--- src/tlssni_pkg.sv ---
// tlssni_pkg: shared types and constants of the client hello server name extractor
// used by every module under src; no dependencies of its own

package tlssni_pkg;

   // register indexes on the csr port
   localparam logic [1:0] REG_HS_TYPE   = 2'd0;
   localparam logic [1:0] REG_MAX_MINOR = 2'd1;
   localparam logic [1:0] REG_MAX_NAME  = 2'd2;

   localparam logic [7:0] RST_HS_TYPE   = 8'd22;
   localparam logic [7:0] RST_MAX_MINOR = 8'd4;
   localparam logic [7:0] RST_MAX_NAME  = 8'd255;

   // fixed part of the hello: record header, handshake header, version, random, sid length
   localparam logic [5:0] OFS_REC_TYPE  = 6'd0;
   localparam logic [5:0] OFS_VER_MAJOR = 6'd9;
   localparam logic [5:0] OFS_VER_MINOR = 6'd10;
   localparam logic [5:0] OFS_SID_LEN   = 6'd43;

   localparam logic [7:0]  TLS_MAJOR       = 8'd3;
   localparam logic [15:0] EXT_SERVER_NAME = 16'd0;

   // header byte indexes and header byte count inside the server name extension
   localparam logic [2:0] SNI_NAME_LEN_HI = 3'd3;
   localparam logic [2:0] SNI_NAME_LEN_LO = 3'd4;
   localparam logic [2:0] SNI_HDR_BYTES   = 3'd5;

   localparam logic [7:0] NAME_CNT_MAX = 8'd255;

   typedef enum logic [2:0] {
      ST_FOUND     = 3'd0,
      ST_NOT_FOUND = 3'd1,
      ST_NOT_HS    = 3'd2,
      ST_BAD_VER   = 3'd3,
      ST_TRUNC     = 3'd4
   } status_type;

   typedef struct packed {
      logic [7:0] hs_type;
      logic [7:0] max_minor;
      logic [7:0] max_name;
   } cfg_type;

   typedef struct packed {
      logic       valid;
      logic [7:0] name_byte;
      logic       has_name;
      status_type status;
      logic       final_item;
   } rsp_item_type;

endpackage

--- src/tlssni_csr.sv ---
// tlssni_csr: apb-style configuration registers of the extractor
// depends on tlssni_pkg for register indexes and reset values

module tlssni_csr
   import tlssni_pkg::*;
(
   input  logic        clock,
   input  logic        reset,
   input  logic        psel,
   input  logic        penable,
   input  logic        pwrite,
   input  logic [3:0]  paddr,
   input  logic [31:0] pwdata,
   output logic [31:0] prdata,
   output logic        pready,
   output cfg_type     cfg
);

   cfg_type    cfg_ff;
   cfg_type    cfg_in;
   logic [1:0] index;
   logic       wr_en;

   assign pready = 1'b1;
   assign index  = paddr[3:2];
   assign wr_en  = psel && penable && pwrite && pready;
   assign cfg    = cfg_ff;

   always_comb begin
      cfg_in = cfg_ff;
      if (wr_en) begin
         unique case (index)
            REG_HS_TYPE:   cfg_in.hs_type   = pwdata[7:0];
            REG_MAX_MINOR: cfg_in.max_minor = pwdata[7:0];
            REG_MAX_NAME:  cfg_in.max_name  = pwdata[7:0];
            default:       cfg_in = cfg_ff;
         endcase
      end
   end

   always_comb begin
      unique case (index)
         REG_HS_TYPE:   prdata = {24'd0, cfg_ff.hs_type};
         REG_MAX_MINOR: prdata = {24'd0, cfg_ff.max_minor};
         REG_MAX_NAME:  prdata = {24'd0, cfg_ff.max_name};
         default:       prdata = 32'd0;
      endcase
   end

   always_ff @(posedge clock) begin
      if (reset) begin
         cfg_ff.hs_type   <= RST_HS_TYPE;
         cfg_ff.max_minor <= RST_MAX_MINOR;
         cfg_ff.max_name  <= RST_MAX_NAME;
      end else begin
         cfg_ff <= cfg_in;
      end
   end

endmodule

--- src/tlssni_parser.sv ---
// tlssni_parser: walks the client hello one byte per advance and forms the result item
// depends on tlssni_pkg for config, status and result types

module tlssni_parser
   import tlssni_pkg::*;
#(
   parameter int LENGTH_BITS = 16
)
(
   input  logic         clock,
   input  logic         reset,
   input  cfg_type      cfg,
   input  logic [7:0]   item_byte,
   input  logic         item_last,
   input  logic         advance,
   output rsp_item_type rsp
);

   localparam int LB = LENGTH_BITS;

   typedef enum logic [3:0] {
      PH_FIXED, PH_SID, PH_CS_HI, PH_CS_LO, PH_CS_BODY, PH_CM_LEN, PH_CM_BODY,
      PH_EXT_HI, PH_EXT_LO, PH_TYPE_HI, PH_TYPE_LO, PH_ELEN_HI, PH_ELEN_LO,
      PH_EXT_BODY, PH_SNI, PH_TERM
   } phase_type;

   phase_type  phase_ff, phase_in;
   logic [5:0] offset_ff, offset_in;
   logic [7:0] hi_ff, hi_in;
   logic [LB-1:0] field_ff, field_in;
   logic [LB-1:0] ext_ff, ext_in;
   logic [LB-1:0] name_rem_ff, name_rem_in;
   logic       type_sni_ff, type_sni_in;
   logic [2:0] sni_cnt_ff, sni_cnt_in;
   logic [7:0] emitted_ff, emitted_in;
   status_type status_ff, status_in;
   logic       done_ff, done_in;

   logic [15:0]   len16;
   logic [LB-1:0] wire_len;
   logic [LB-1:0] field_dec, ext_dec, name_dec;
   logic          emit;

   assign len16 = {hi_ff, item_byte};

   // two-byte wire length, saturated to the counter width
   if (LB >= 16) begin : g_wide
      assign wire_len = LB'(len16);
   end else begin : g_narrow
      assign wire_len = (|(len16 >> LB)) ? '1 : len16[LB-1:0];
   end

   assign field_dec = (field_ff != '0) ? field_ff - 1'b1 : '0;
   assign ext_dec   = (ext_ff != '0) ? ext_ff - 1'b1 : '0;
   assign name_dec  = (name_rem_ff != '0) ? name_rem_ff - 1'b1 : '0;

   always_comb begin
      phase_in    = phase_ff;
      offset_in   = offset_ff;
      hi_in       = hi_ff;
      field_in    = field_ff;
      ext_in      = ext_ff;
      name_rem_in = name_rem_ff;
      type_sni_in = type_sni_ff;
      sni_cnt_in  = sni_cnt_ff;
      emitted_in  = emitted_ff;
      status_in   = status_ff;
      done_in     = done_ff;
      emit        = 1'b0;

      unique case (phase_ff)
         PH_FIXED: begin
            offset_in = offset_ff + 1'b1;
            if (offset_ff == OFS_VER_MAJOR) begin
               hi_in = item_byte;
            end
            if (offset_ff == OFS_REC_TYPE && item_byte != cfg.hs_type) begin
               phase_in  = PH_TERM;
               status_in = ST_NOT_HS;
               done_in   = 1'b1;
            end else if (offset_ff == OFS_VER_MINOR &&
                         (hi_ff != TLS_MAJOR || item_byte > cfg.max_minor)) begin
               phase_in  = PH_TERM;
               status_in = ST_BAD_VER;
               done_in   = 1'b1;
            end else if (offset_ff == OFS_SID_LEN) begin
               field_in = LB'(item_byte);
               phase_in = (item_byte != 8'd0) ? PH_SID : PH_CS_HI;
            end
         end
         PH_SID: begin
            field_in = field_dec;
            if (field_dec == '0) phase_in = PH_CS_HI;
         end
         PH_CS_HI: begin
            hi_in    = item_byte;
            phase_in = PH_CS_LO;
         end
         PH_CS_LO: begin
            field_in = wire_len;
            phase_in = (wire_len != '0) ? PH_CS_BODY : PH_CM_LEN;
         end
         PH_CS_BODY: begin
            field_in = field_dec;
            if (field_dec == '0) phase_in = PH_CM_LEN;
         end
         PH_CM_LEN: begin
            field_in = LB'(item_byte);
            phase_in = (item_byte != 8'd0) ? PH_CM_BODY : PH_EXT_HI;
         end
         PH_CM_BODY: begin
            field_in = field_dec;
            if (field_dec == '0) phase_in = PH_EXT_HI;
         end
         PH_EXT_HI: begin
            hi_in    = item_byte;
            phase_in = PH_EXT_LO;
         end
         PH_EXT_LO: begin
            ext_in = wire_len;
            if (wire_len == '0) begin
               phase_in  = PH_TERM;
               status_in = ST_NOT_FOUND;
               done_in   = 1'b1;
            end else begin
               phase_in = PH_TYPE_HI;
            end
         end
         PH_TYPE_HI: begin
            hi_in    = item_byte;
            ext_in   = ext_dec;
            phase_in = PH_TYPE_LO;
         end
         PH_TYPE_LO: begin
            type_sni_in = (len16 == EXT_SERVER_NAME);
            ext_in      = ext_dec;
            phase_in    = PH_ELEN_HI;
         end
         PH_ELEN_HI: begin
            hi_in    = item_byte;
            ext_in   = ext_dec;
            phase_in = PH_ELEN_LO;
         end
         PH_ELEN_LO: begin
            field_in = wire_len;
            ext_in   = ext_dec;
            if (wire_len == '0) begin
               // empty extension body: straight to the next boundary
               if (ext_dec == '0) begin
                  phase_in  = PH_TERM;
                  status_in = ST_NOT_FOUND;
                  done_in   = 1'b1;
               end else begin
                  phase_in = PH_TYPE_HI;
               end
            end else if (type_sni_ff) begin
               phase_in   = PH_SNI;
               sni_cnt_in = 3'd0;
            end else begin
               phase_in = PH_EXT_BODY;
            end
         end
         PH_EXT_BODY: begin
            field_in = field_dec;
            ext_in   = ext_dec;
            if (field_dec == '0) begin
               if (ext_dec == '0) begin
                  phase_in  = PH_TERM;
                  status_in = ST_NOT_FOUND;
                  done_in   = 1'b1;
               end else begin
                  phase_in = PH_TYPE_HI;
               end
            end
         end
         PH_SNI: begin
            if (sni_cnt_ff < SNI_HDR_BYTES) begin
               sni_cnt_in = sni_cnt_ff + 1'b1;
               if (sni_cnt_ff == SNI_NAME_LEN_HI) begin
                  hi_in = item_byte;
               end
               if (sni_cnt_ff == SNI_NAME_LEN_LO) begin
                  name_rem_in = wire_len;
                  if (wire_len == '0) begin
                     sni_cnt_in = sni_cnt_ff;
                     phase_in   = PH_TERM;
                     status_in  = ST_FOUND;
                     done_in    = 1'b1;
                  end
               end
            end else begin
               emit        = (emitted_ff < cfg.max_name);
               emitted_in  = (emitted_ff < NAME_CNT_MAX) ? emitted_ff + 1'b1 : emitted_ff;
               name_rem_in = name_dec;
               if (name_dec == '0) begin
                  phase_in  = PH_TERM;
                  status_in = ST_FOUND;
                  done_in   = 1'b1;
               end
            end
         end
         PH_TERM: begin
            // trailing bytes are ignored until end of record
         end
         default: begin
         end
      endcase
   end

   always_comb begin
      rsp.valid      = emit || item_last;
      rsp.name_byte  = emit ? item_byte : 8'd0;
      rsp.has_name   = emit;
      rsp.final_item = item_last;
      if (!item_last) begin
         rsp.status = ST_FOUND;
      end else if (done_in) begin
         rsp.status = status_in;
      end else begin
         rsp.status = ST_TRUNC;
      end
   end

   always_ff @(posedge clock) begin
      if (reset || (advance && item_last)) begin
         phase_ff    <= PH_FIXED;
         offset_ff   <= '0;
         hi_ff       <= '0;
         field_ff    <= '0;
         ext_ff      <= '0;
         name_rem_ff <= '0;
         type_sni_ff <= 1'b0;
         sni_cnt_ff  <= '0;
         emitted_ff  <= '0;
         status_ff   <= ST_FOUND;
         done_ff     <= 1'b0;
      end else if (advance) begin
         phase_ff    <= phase_in;
         offset_ff   <= offset_in;
         hi_ff       <= hi_in;
         field_ff    <= field_in;
         ext_ff      <= ext_in;
         name_rem_ff <= name_rem_in;
         type_sni_ff <= type_sni_in;
         sni_cnt_ff  <= sni_cnt_in;
         emitted_ff  <= emitted_in;
         status_ff   <= status_in;
         done_ff     <= done_in;
      end
   end

   a_done_iff_term: assert property (@(posedge clock) disable iff (reset)
      done_ff == (phase_ff == PH_TERM))
      else $error("record done flag out of step with parse phase");

   a_emit_in_name: assert property (@(posedge clock) disable iff (reset)
      emit |-> (phase_ff == PH_SNI && sni_cnt_ff == SNI_HDR_BYTES))
      else $error("name byte emitted outside the name body");

   a_emit_limit: assert property (@(posedge clock) disable iff (reset)
      emit |-> emitted_ff < cfg.max_name)
      else $error("name byte emitted past the configured limit");

endmodule

--- src/tls_client_hello_sni_extractor.sv ---
// tls_client_hello_sni_extractor: top level with request register, parser and result register
// depends on tlssni_pkg, tlssni_csr and tlssni_parser

// Takes a TLS record one byte per request (tlast on the last byte) and walks the
// ClientHello layout, skipping each element by its length field. Bytes of the host
// name in the first server_name extension come out one per result, cut off at
// max_name_len; the byte with tlast always yields one final result carrying the
// status (found, not found, not handshake, bad version, truncated), merged with a
// name byte if one falls on it. One byte is taken every cycle while results are taken:
// the request register feeds a single pass of counter and compare logic into the result
// register. Lengths from the wire saturate at LENGTH_BITS bits. Configuration must be
// written over the csr port while no request is in flight; the block itself does not
// enforce this.

module tls_client_hello_sni_extractor
   import tlssni_pkg::*;
#(
   parameter int LENGTH_BITS = 16
)
(
   input  logic        clock,
   input  logic        reset,
   input  logic        req_tvalid,
   output logic        req_tready,
   input  logic [7:0]  req_tdata,   // [7:0] record_byte
   input  logic        req_tlast,   // end_of_record
   output logic        rsp_tvalid,
   input  logic        rsp_tready,
   output logic [7:0]  rsp_tdata,   // [7:0] name_byte
   output logic        rsp_tlast,   // final_item
   output logic [3:0]  rsp_tuser,   // [0] has_name_byte, [3:1] result_status
   input  logic        csr_psel,
   input  logic        csr_penable,
   input  logic        csr_pwrite,
   input  logic [3:0]  csr_paddr,
   input  logic [31:0] csr_pwdata,
   output logic [31:0] csr_prdata,
   output logic        csr_pready
);

   cfg_type      cfg;
   rsp_item_type rsp_item;

   logic       s1_valid_ff, s1_valid_in;
   logic [7:0] s1_byte_ff;
   logic       s1_last_ff;

   logic       out_valid_ff, out_valid_in;
   logic [7:0] out_byte_ff;
   logic       out_has_ff;
   status_type out_status_ff;
   logic       out_last_ff;

   logic out_free;
   logic advance;
   logic req_take;

   tlssni_csr u_csr (
      .clock   (clock),
      .reset   (reset),
      .psel    (csr_psel),
      .penable (csr_penable),
      .pwrite  (csr_pwrite),
      .paddr   (csr_paddr),
      .pwdata  (csr_pwdata),
      .prdata  (csr_prdata),
      .pready  (csr_pready),
      .cfg     (cfg)
   );

   tlssni_parser #(
      .LENGTH_BITS (LENGTH_BITS)
   ) u_parser (
      .clock     (clock),
      .reset     (reset),
      .cfg       (cfg),
      .item_byte (s1_byte_ff),
      .item_last (s1_last_ff),
      .advance   (advance),
      .rsp       (rsp_item)
   );

   assign out_free   = !out_valid_ff || rsp_tready;
   // a byte that yields no result never waits on the result side
   assign advance    = s1_valid_ff && (!rsp_item.valid || out_free);
   assign req_tready = !s1_valid_ff || advance;
   assign req_take   = req_tvalid && req_tready;

   assign s1_valid_in  = req_take || (s1_valid_ff && !advance);
   assign out_valid_in = out_free ? (advance && rsp_item.valid) : out_valid_ff;

   always_ff @(posedge clock) begin
      if (reset) begin
         s1_valid_ff  <= 1'b0;
         out_valid_ff <= 1'b0;
      end else begin
         s1_valid_ff  <= s1_valid_in;
         out_valid_ff <= out_valid_in;
      end
   end

   always_ff @(posedge clock) begin
      if (req_take) begin
         s1_byte_ff <= req_tdata;
         s1_last_ff <= req_tlast;
      end
      if (out_free && advance && rsp_item.valid) begin
         out_byte_ff   <= rsp_item.name_byte;
         out_has_ff    <= rsp_item.has_name;
         out_status_ff <= rsp_item.status;
         out_last_ff   <= rsp_item.final_item;
      end
   end

   assign rsp_tvalid = out_valid_ff;
   assign rsp_tdata  = out_byte_ff;
   assign rsp_tlast  = out_last_ff;
   assign rsp_tuser  = {out_status_ff, out_has_ff};

   a_s1_hold: assert property (@(posedge clock) disable iff (reset)
      s1_valid_ff && !advance |=> s1_valid_ff)
      else $error("pending request dropped without being parsed");

   a_take_when_full: assert property (@(posedge clock) disable iff (reset)
      req_tvalid && req_tready && s1_valid_ff |-> advance)
      else $error("request taken over one still pending");

   a_nonfinal_has_name: assert property (@(posedge clock) disable iff (reset)
      rsp_tvalid && !rsp_tlast |-> rsp_tuser[0] && rsp_tuser[3:1] == ST_FOUND)
      else $error("non-final result without a name byte");

   a_status_range: assert property (@(posedge clock) disable iff (reset)
      rsp_tvalid |-> rsp_tuser[3:1] <= ST_TRUNC)
      else $error("result status out of range");

endmodule

--- config.mk ---
export PLATFORM = sky130hd
export DESIGN_NAME = tls_client_hello_sni_extractor
export DESIGN_NICKNAME = d
export VERILOG_FILES = /design/src/tlssni_pkg.sv /design/src/tlssni_csr.sv /design/src/tlssni_parser.sv /design/src/tls_client_hello_sni_extractor.sv
export SDC_FILE = /design/constraint.sdc
export NUM_CORES = 1
export LEC_CHECK = 0
export CAP_MARGIN = 20
export CORE_UTILIZATION = 45
export CTS_CLUSTER_DIAMETER = 120
export DETAILED_ROUTE_END_ITERATION = 16
export DONT_BUFFER_PORTS = 1
export SLEW_MARGIN = 20
export SYNTH_ARGS = -nofsm -noshare
export SYNTH_HDL_FRONTEND = slang
export SYNTH_SLANG_ARGS = --single-unit
--- constraint.sdc ---
create_clock -name clock -period 4.9 [get_ports clock]
set_input_delay 0.245 -clock clock [delete_from_list [all_inputs] [get_ports clock]]
set_output_delay 0.245 -clock clock [all_outputs]
set_load 0.01 [all_outputs]
After elaboration in Yosys (flattened, before gate mapping)
Index checks and enable logic that the tools add are counted.
Word-level totals
  output and inout bits: 48
  word-level logic and storage cells: 195
  register bits: 130
  input bits: 52
Cells by class
  reduce and logical (&&, ||, !) cells: 56
  eq/ne operators: 41
  add/subtract/negate cells: 6
  $lt $le $gt $ge: 4
  mux-type cells: 64
  bitwise logic cells: 1
Operators with widths (number)
  16-bit 2-to-1 mux: 8
  16-bit logical NOT: 4
  16-bit one-hot mux with 4 select lines: 1
  16-bit nonzero test: 4
  4-bit one-hot mux with 15 select lines: 1
  3-bit 2-to-1 mux: 18
  4-bit 2-to-1 mux: 12
  8-bit one-hot mux with 3 select lines: 2
  16-bit by 1-bit subtractor with 16-bit output (second input constant): 3
  16-bit one-hot mux with 2 select lines: 1
  4-bit == test (second input constant): 7
  8-bit 2-to-1 mux: 3
  2-bit by 1-bit inequality test with 1-bit output (second input constant): 9
  4-bit by 3-bit == test with 1-bit output (second input constant): 4
  3-bit one-hot mux with 5 select lines: 1
  15-bit nonzero test: 1
  2-bit AND reduction: 7
  1-bit 2-to-1 mux: 13
  6-bit by 4-bit == test with 1-bit output (second input constant): 2
  1-bit logical AND: 11
  10-bit AND reduction: 1
  5-bit AND reduction: 2
  8-bit by 1-bit adder with 8-bit output (second input constant): 1
  4-bit by 2-bit == test with 1-bit output (second input constant): 2
  38 further kinds: 54

Longest topological paths before layout
Gate-level depths: netlist of run 1.
  word-level depth: 10
  mapped depth: 13
  depth with buffers taken out: 10

Cells and area by module
Synthesis of run 1 repeated with hierarchy kept, for this count alone.
Unflattened totals
  cells, all modules: 1032
  area total of the unflattened synthesis: 8395.6 um^2
By module, submodules not included
  tlssni_parser: cells each 842, times used 1, area an instance 6253.5 um^2
  tlssni_csr: cells each 155, times used 1, area an instance 1370.1 um^2
  tls_client_hello_sni_extractor: cells each 35, times used 1, area an instance 772.0 um^2

Worst setup path before layout of run 1
No wires, ideal clock.
  path kind: register -> register
  from: reg u_parser.name_rem_ff[0]
  to: reg out_status_ff[2], data pin
  setup slack: 1.843 ns
  cell stages (with the launch flop): 12
  arrival: 2.783 ns
  setup time: 0.273 ns
  period minus slack after synthesis: 3.057 ns
  buffers on the path: 1
  required time: 4.627 ns
  path through: dfxtp_1 > inv_1 > ha_1 > clkbuf_1 > nor2b_1 > nand4_2 > o31ai_1 > o311ai_1 > o41ai_2 > a21oi_1 > a2111oi_4 > o211ai_1
Between the ends
  longest elaborated chain between the ends: 7
Ends and longest elaborated chain
  start: declaration: line tlssni_parser.sv:32  | logic [LB-1:0] name_rem_ff, name_rem_in;
  start signal: assignment: line tlssni_parser.sv:243  | name_rem_ff <= name_rem_in;
  16-bit by 1-bit subtractor with 16-bit output / 16-bit nonzero test (equally long branches): line tlssni_parser.sv:55  | assign name_dec = (name_rem_ff != '0) ? name_rem_ff - 1'b1 : '0;
  16-bit 2-to-1 mux (*): line tlssni_parser.sv:55
  16-bit logical NOT (*): line tlssni_parser.sv:195  | if (name_dec == '0) begin
  3-bit 2-to-1 mux / 1-bit 2-to-1 mux (equally long branches): line tlssni_parser.sv:195
  3-bit 2-to-1 mux / 1-bit 2-to-1 mux (equally long branches): line tlssni_parser.sv:177  | if (sni_cnt_ff < SNI_HDR_BYTES) begin
  3-bit one-hot mux with 5 select lines / 1-bit one-hot mux with 5 select lines (equally long branches): line tlssni_parser.sv:71  | unique case (phase_ff)
  3-bit 2-to-1 mux (*): line tlssni_parser.sv:217  | end else if (done_in) begin
  end signal: assignment: line tls_client_hello_sni_extractor.sv:110  | out_status_ff <= rsp_item.status;
  end: declaration: line tls_client_hello_sni_extractor.sv:51  | status_type out_status_ff;
Mark *: on every way between the ends. The rest lies on a longest branch, timed or not.
A chain may end at the register's enable or synchronous reset.

Worst setup path in the final report of run 1
Ends and elaborated chain as after synthesis.

==> reports/results.ini, run 1 <==
[synth]
yosysMostFrequentCell=nor2_1
synth_top_area_share_pct=25.4
synth_edf_count=22
synthesis.area_sq_um=8510
synthTopCellsByArea=dfxtp_1 25%, edfxtp_1 7.8%, nor2_1 5.9%, a21oi_1 4.3%, nand2_1 4.0%
synth_cell_type_count=79
yosys-top-cells-count=133 x nor2_1, 108 x dfxtp_1, 91 x nand2_1
ys_seq_area_share_pct=33.2
ys.flop_type=dfxtp_1
yosys.area.top_type=dfxtp_1
syn_avg_cell_area_sq_um=7.87
yosys_warnings=0
synth_cells=1082
synth-seq-cells=130
async_reset_ff_share_pct=0

[die]
die_y_um=140
die-area_sq_um=19500
rows=49
fp.dieW_um=140
initial_core_util_pct=46.6
ios=100
core-area_sq_um=18300

[routing]
routed_wl_um=23700
vias=7750
ant_nets=0
avgRoutedWirePerCell_um=18.2
vias_per_cell=5.96
drc=0
drt_iter0_markers=622
firstDrtPassIters=5

[clocking]
numCtsBuffers=17
cts_tree=yes
htreeDepth=4
cts.clk_slew.worst_paths_ns=0.07
clock_latency_ns=0.42
cts_root_buffer=clkbuf_16
cts_buffer_depth=2
cts_resized=0
cts.sink_count=130

[global_route]
gr-total-overflow=0
antenna_found_initial=1
grtUsageTotal_pct=24.6
grt_max_degree=46
first_global_vias=6879
grt_pass1_wl_um=37900

[timing]
final_max_slew_viol_count=0
rsz0062_at_grt=no
slew_headroom_pct=30.0
clock_skew_ns=0.00966
finalHoldViolCount=0
fin_crit_sh_pct=74.1
setup_viol=0
min_period_ns=3.63
worst_slew_pin_slew_ns=1.05
tns_ns=0
max_freq_mhz=275

[critical_path]
worstPathArrival_ns=3.78
critPathMaxFanout=9
worst_setup_path_end_kind=flop
critPathKind=flop to flop
ff2ff_path_depth=10
crit_required_ns=5.05
critPathLaunchType=flop
r2r_slack_ns=1.27

[hold_path]
hold_depth=2
hp-class=input pin to flop

[final_layout]
fin_util_pct=51.0
register_area_sq_um=2820
multi_input_area_sq_um=5140
area_delta_synth_final_pct=9.38
layout-drive-gt1-share_pct=6.34
diodes=0
fill_cells=1790
nets=1138

[status]
status=finished clean

[run]
drv_cap=0

[placed_design]
globalplace.congestion=0.856
dp_hpwl_um=16000
io_buffers=0

[power]
max-vdd-ir-drop_mv=0.296
leakage_uw=0.00356
power.density_nw_per_um2=498

[registers in the layout (all words and copies together) (netlist names), 3 cells and up, named ones only]
name,flops
u_csr.cfg,24
u_parser.ext_ff,16
u_parser.field_ff,16
u_parser.name_rem_ff,16
rsp_tdata,8
s1_byte_ff,8
u_parser.emitted_ff,8
u_parser.hi_ff,8
u_parser.offset_ff,6
u_parser.phase_ff,4
out_status_ff,3
u_parser.sni_cnt_ff,3
u_parser.status_ff,3
[power by group]
group / internal [uW] / switching (uW) / leakage [uW] / total [uW]
Clock: 756 / 535 / 0.000302 / 1290
Sequential: 1190 / 169 / 0.00107 / 1360
Combinational: 752 / 1230 / 0.00218 / 1980
[logic make-up (layout without fill, tap and decap cells)]
logic type      count (synthesis)  after routing  share of synthesized area, %
simple gates                  434            434                          25.7
compound gates                280            280                          22.1
buf+inv                       140            107                          7.48
flops                         130            130                          33.2
xor+xnor                       37             37                          3.81
mux                            32             32                          3.78
fa+ha+maj                      27             27                          3.97
other cells                     2             25                        0.0882
[routing by layer]
layer / part of all wire (%) / up-vias / GRT usage [%]
li1: - / 3845 / -
met1: 50 / 3673 / 35.5
met2: 43 / 211 / 36.2
met3: 6.2 / 21 / 6.50
met4: 1.2 / 0 / 5.96
met5: 0 / - / 0
[worst paths after layout]
check | endpoint | start
max | out_status_ff[2] | u_parser.name_rem_ff[0]
min | u_csr.cfg[10] | csr_pwdata[2]
max reg2reg | out_status_ff[2] | u_parser.name_rem_ff[0]
min reg2reg | u_parser.status_ff[2] | u_parser.status_ff[2]
[critical path: stages (launching register included)]
cell and delay (ns):
dfxtp_1 0.37, inv_1 0.12, ha_1 0.34, nor2b_1 0.33, nand4_2 0.27, nor2_2 0.36, o311ai_1 0.21, o41ai_2 0.46
a21oi_1 0.17, a2111oi_4 0.55, o211ai_1 0.17
[repair_timing]
item | 4_1_cts | 5_1_grt
buffers inserted | 0 | 0
hold buffers | 19 | 0
hold endpoints to repair | 35 | 0
[per-stage QoR]
stage	power, uW	setup slack [ns]	area, sq um	hold WS [ns]	std cells
floorplan	3010	1.84	8600	0.344	1105
global placement	3300	1.36	8520	0.318	1250
detailed placement	3300	1.39	8520	0.317	1250
CTS	4630	1.34	9310	0.0473	1301
global route	4940	0.982	9310	0.0570	1301
finish	4640	1.27	9310	0.0645	1301
[layout make-up]
cell class	instances	area share, %
Timing Repair Buffer	34	3.25
Clock inverter	12	1.12
Tap cell	229	3.08
Inverter	41	1.65
Sequential cell	130	30.3
Clock buffer	20	5.37
Multi-Input combinational cell	835	55.2
[layout by cell type, fill, tap and decap left out, drive strengths merged, types with 8 or more instances in the layout]
master       instances
or4                 13
nor4                18
buf                 15
clkbuf              20
dfxtp              108
and2                17
conb                25
o31ai               11
nor3                38
nor2               134
ha                  27
o21ai               62
o211ai               8
a211oi              30
a31oi               14
a211o               15
xor2                14
nand2               91
edfxtp              22
nor2b               14
a21o                 8
xnor2               23
nand2b              12
nand4               18
dlygate4sd3         19
a21oi               74
mux2i               31
inv                 49
nand3               30
and3                10
(Power assumes the default switching activity.)
==> run 2, diff against run 1 <==
==> constraint.sdc (replaced) <==
create_clock -name clock -period 3.1 [get_ports clock]
set_input_delay 0.155 -clock clock [delete_from_list [all_inputs] [get_ports clock]]
set_output_delay 0.155 -clock clock [all_outputs]
set_load 0.01 [all_outputs]
==> run 2 against run 1 <==
Hold slack better by 0.053 ns. Critical path depth down 1. Cell count up 6.1%. Cell area up 7.0%. Sequential power up 51%. Critical path type unchanged. Highest routed layer unchanged.
==> reports/results.ini, run 2 (same netlist as run 1, synthesis figures left out) <==
[global_route]
grt_max_degree=47  ; +2.2%
antenna_found_initial=1  ; unchanged
grt_pass1_wl_um=39400  ; +3.9%
grt_util_met1_pct=35.4  ; -0.053 points
busiest_layer=met2
grt_use_met3_pct=5.57  ; -0.93 points
first_global_vias=7390  ; +7.4%
gr-total-overflow=0  ; unchanged
grtUsageTotal_pct=25.8  ; +1.2 points
met2_usage_pct=39.6  ; +3.4 points

[placed_design]
globalplace.congestion=0.920  ; +7.6%
dp_hpwl_um=17100  ; +7.2%
io_buffers=0  ; unchanged

[timing]
tns_ns=0  ; unchanged
worst_slew_pin_slew_ns=1.05  ; +0.00500 ns
slew_headroom_pct=29.6  ; -0.44 points
rsz0062_at_grt=yes
setup_viol=0  ; unchanged
max_freq_mhz=329  ; +20%
clock_skew_ns=0.0101  ; +0.000391 ns
finalHoldViolCount=0  ; unchanged
final_max_slew_viol_count=0  ; unchanged
fin_crit_sh_pct=98.0  ; +24 points
min_period_ns=3.04  ; -0.595 ns

[clocking]
cts.sink_count=130  ; unchanged
clock_latency_ns=0.44  ; +0.02 ns
cts_root_buffer=clkbuf_16
htreeDepth=4  ; unchanged
cts_tree=yes
cts_buffer_depth=2  ; unchanged
numCtsBuffers=17  ; unchanged
cts.clk_slew.worst_paths_ns=0.07  ; about the same

[routing]
vias=8228  ; +6.2%
avgRoutedWirePerCell_um=18.0  ; -0.99%
firstDrtPassIters=7  ; +2
vias_per_cell=5.96  ; about the same
routed_wl_um=24900  ; +5.0%
drt_iter0_markers=569  ; -8.5%
ant_nets=0  ; unchanged
drc=0  ; unchanged

[final_layout]
largest_reg_flops=24  ; unchanged
nets=1217  ; +6.9%
diodes=0  ; unchanged
layout-drive-gt1-share_pct=13.6  ; +7.3 points
final_common_cell=nor2_1
fill_cells=1771  ; -1.1%
area_delta_synth_final_pct=17.0
final_cell_mix=133 x nor2_1, 108 x dfxtp_1, 91 x nand2_1

[critical_path]
r2r_slack_ns=0.06  ; -1.20 ns
crit_chain=or3b_2 -> or4_1 -> o211ai_1 -> a41oi_2 -> o41ai_2 -> a21oi_1 -> a2111oi_4 -> buf_4 -> o211ai_1
cp-endpoint=out_status_ff[2]
critPathKind=flop to flop
critPathLaunchType=flop
cpMaxStageDelayCell=or3b_2
worst_setup_path_end_kind=flop
worstPathArrival_ns=3.21  ; -0.57 ns
slowest_delay_ns=0.47  ; -0.08 ns
ff2ff_path_depth=9  ; -1
critPathMaxFanout=3  ; -6
cp_common_cell=o211ai_1
r2r-end=out_status_ff[2]
setup.worst_path.start=u_parser.name_rem_ff[8]
regToRegStartpoint=u_parser.name_rem_ff[8]
crit_required_ns=3.27  ; -1.78 ns

[power]
max-vdd-ir-drop_mv=0.468  ; +58%
power.density_nw_per_um2=792  ; +59%
power_uw=7890  ; +70%
leakage_uw=0.00394  ; +11%

[run]
drv_cap=0  ; unchanged

[hold_path]
hp-class=input pin to flop
holdCritStartpoint=csr_paddr[3]

[die]
rows=49  ; unchanged
initial_core_util_pct=46.6  ; unchanged
fp.dieW_um=140  ; unchanged
die_y_um=140  ; unchanged
ios=100  ; unchanged
core-area_sq_um=18300  ; unchanged
die-area_sq_um=19500  ; unchanged

[status]
status=finished clean

run 2: cell types whose count changed in the layout (fill, tap and decap cells not counted), sizes merged:
| cell | previous run | this run |
|---|---|---|
| buf | 15 | 91 |
| clkbuf | 20 | 19 |
| clkinvlp | 0 | 2 |
| dlygate4sd3 | 19 | 22 |
| inv | 49 | 48 |
run 2: layer usage:
| metal | wire length (um) | vias to the layer above |
|---|---|---|
| li1 | - | 3992 |
| met1 | 11500 | 3894 |
| met2 | 11000 | 294 |
| met3 | 1780 | 48 |
| met4 | 643 | 0 |
| met5 | 0 | - |
run 2: final cells by class:
class	count	area (sq um)	area share, %
multi-input cells	835	5200	52.2
well taps	229	287	2.88
inverters	41	154	1.55
clock buffers	19	475	4.77
repair buffers	113	916	9.19
flip-flops and latches	130	2820	28.3
clock inverters	13	106	1.07
run 2: worst min path at each step:
stage                     to  slack (ns)  cells after the start
2_1_floorplan  s1_byte_ff[0]        0.25                      0
3_3_place_gp      rsp_tvalid        0.23                      1
3_5_place_dp      rsp_tvalid        0.23                      1
4_1_cts        u_csr.cfg[10]        0.11                      3
5_1_grt        u_csr.cfg[10]        0.13                      3
6_report       u_csr.cfg[10]        0.12                      3
run 2: through the flow:
step                setup slack [ns]  hold WS (ns)  instances  utilization, %  instance area, sq um
detailed placement            0.0526         0.234       1325            49.8                  9090
global placement              0.0786         0.227       1325            49.8                  9090
CTS                           0.0148         0.109       1379            54.2                  9900
floorplan                     0.0432         0.254       1105               -                  8600
finish                        0.0620         0.117       1380            54.5                  9960
global route                 -0.0270         0.135       1380            54.5                  9960
run 2: power breakdown:
group	total [uW]	switching, uW	leakage, uW	internal, uW
logic	3840	2210	0.00258	1630
registers	2050	167	0.00107	1880
clock network	1990	853	0.000284	1140
total	7890	3230	0.00394	4650
run 2: critical path, delay by kind of cell, from the launching register on:
| kind | cells | cell delay, ns |
|---|---|---|
| compound gates | 6 | 1.34 |
| buf+inv | 1 | 0.19 |
| flops | 1 | 0.39 |
| simple gates | 2 | 0.87 |
run 2: repair_timing:
item,in CTS,in global routing
hold buffers,22,0
setup endpoints to repair,0,19
setup buffers,0,1
resized for setup,0,15
endpoints found under the hold margin,36,0
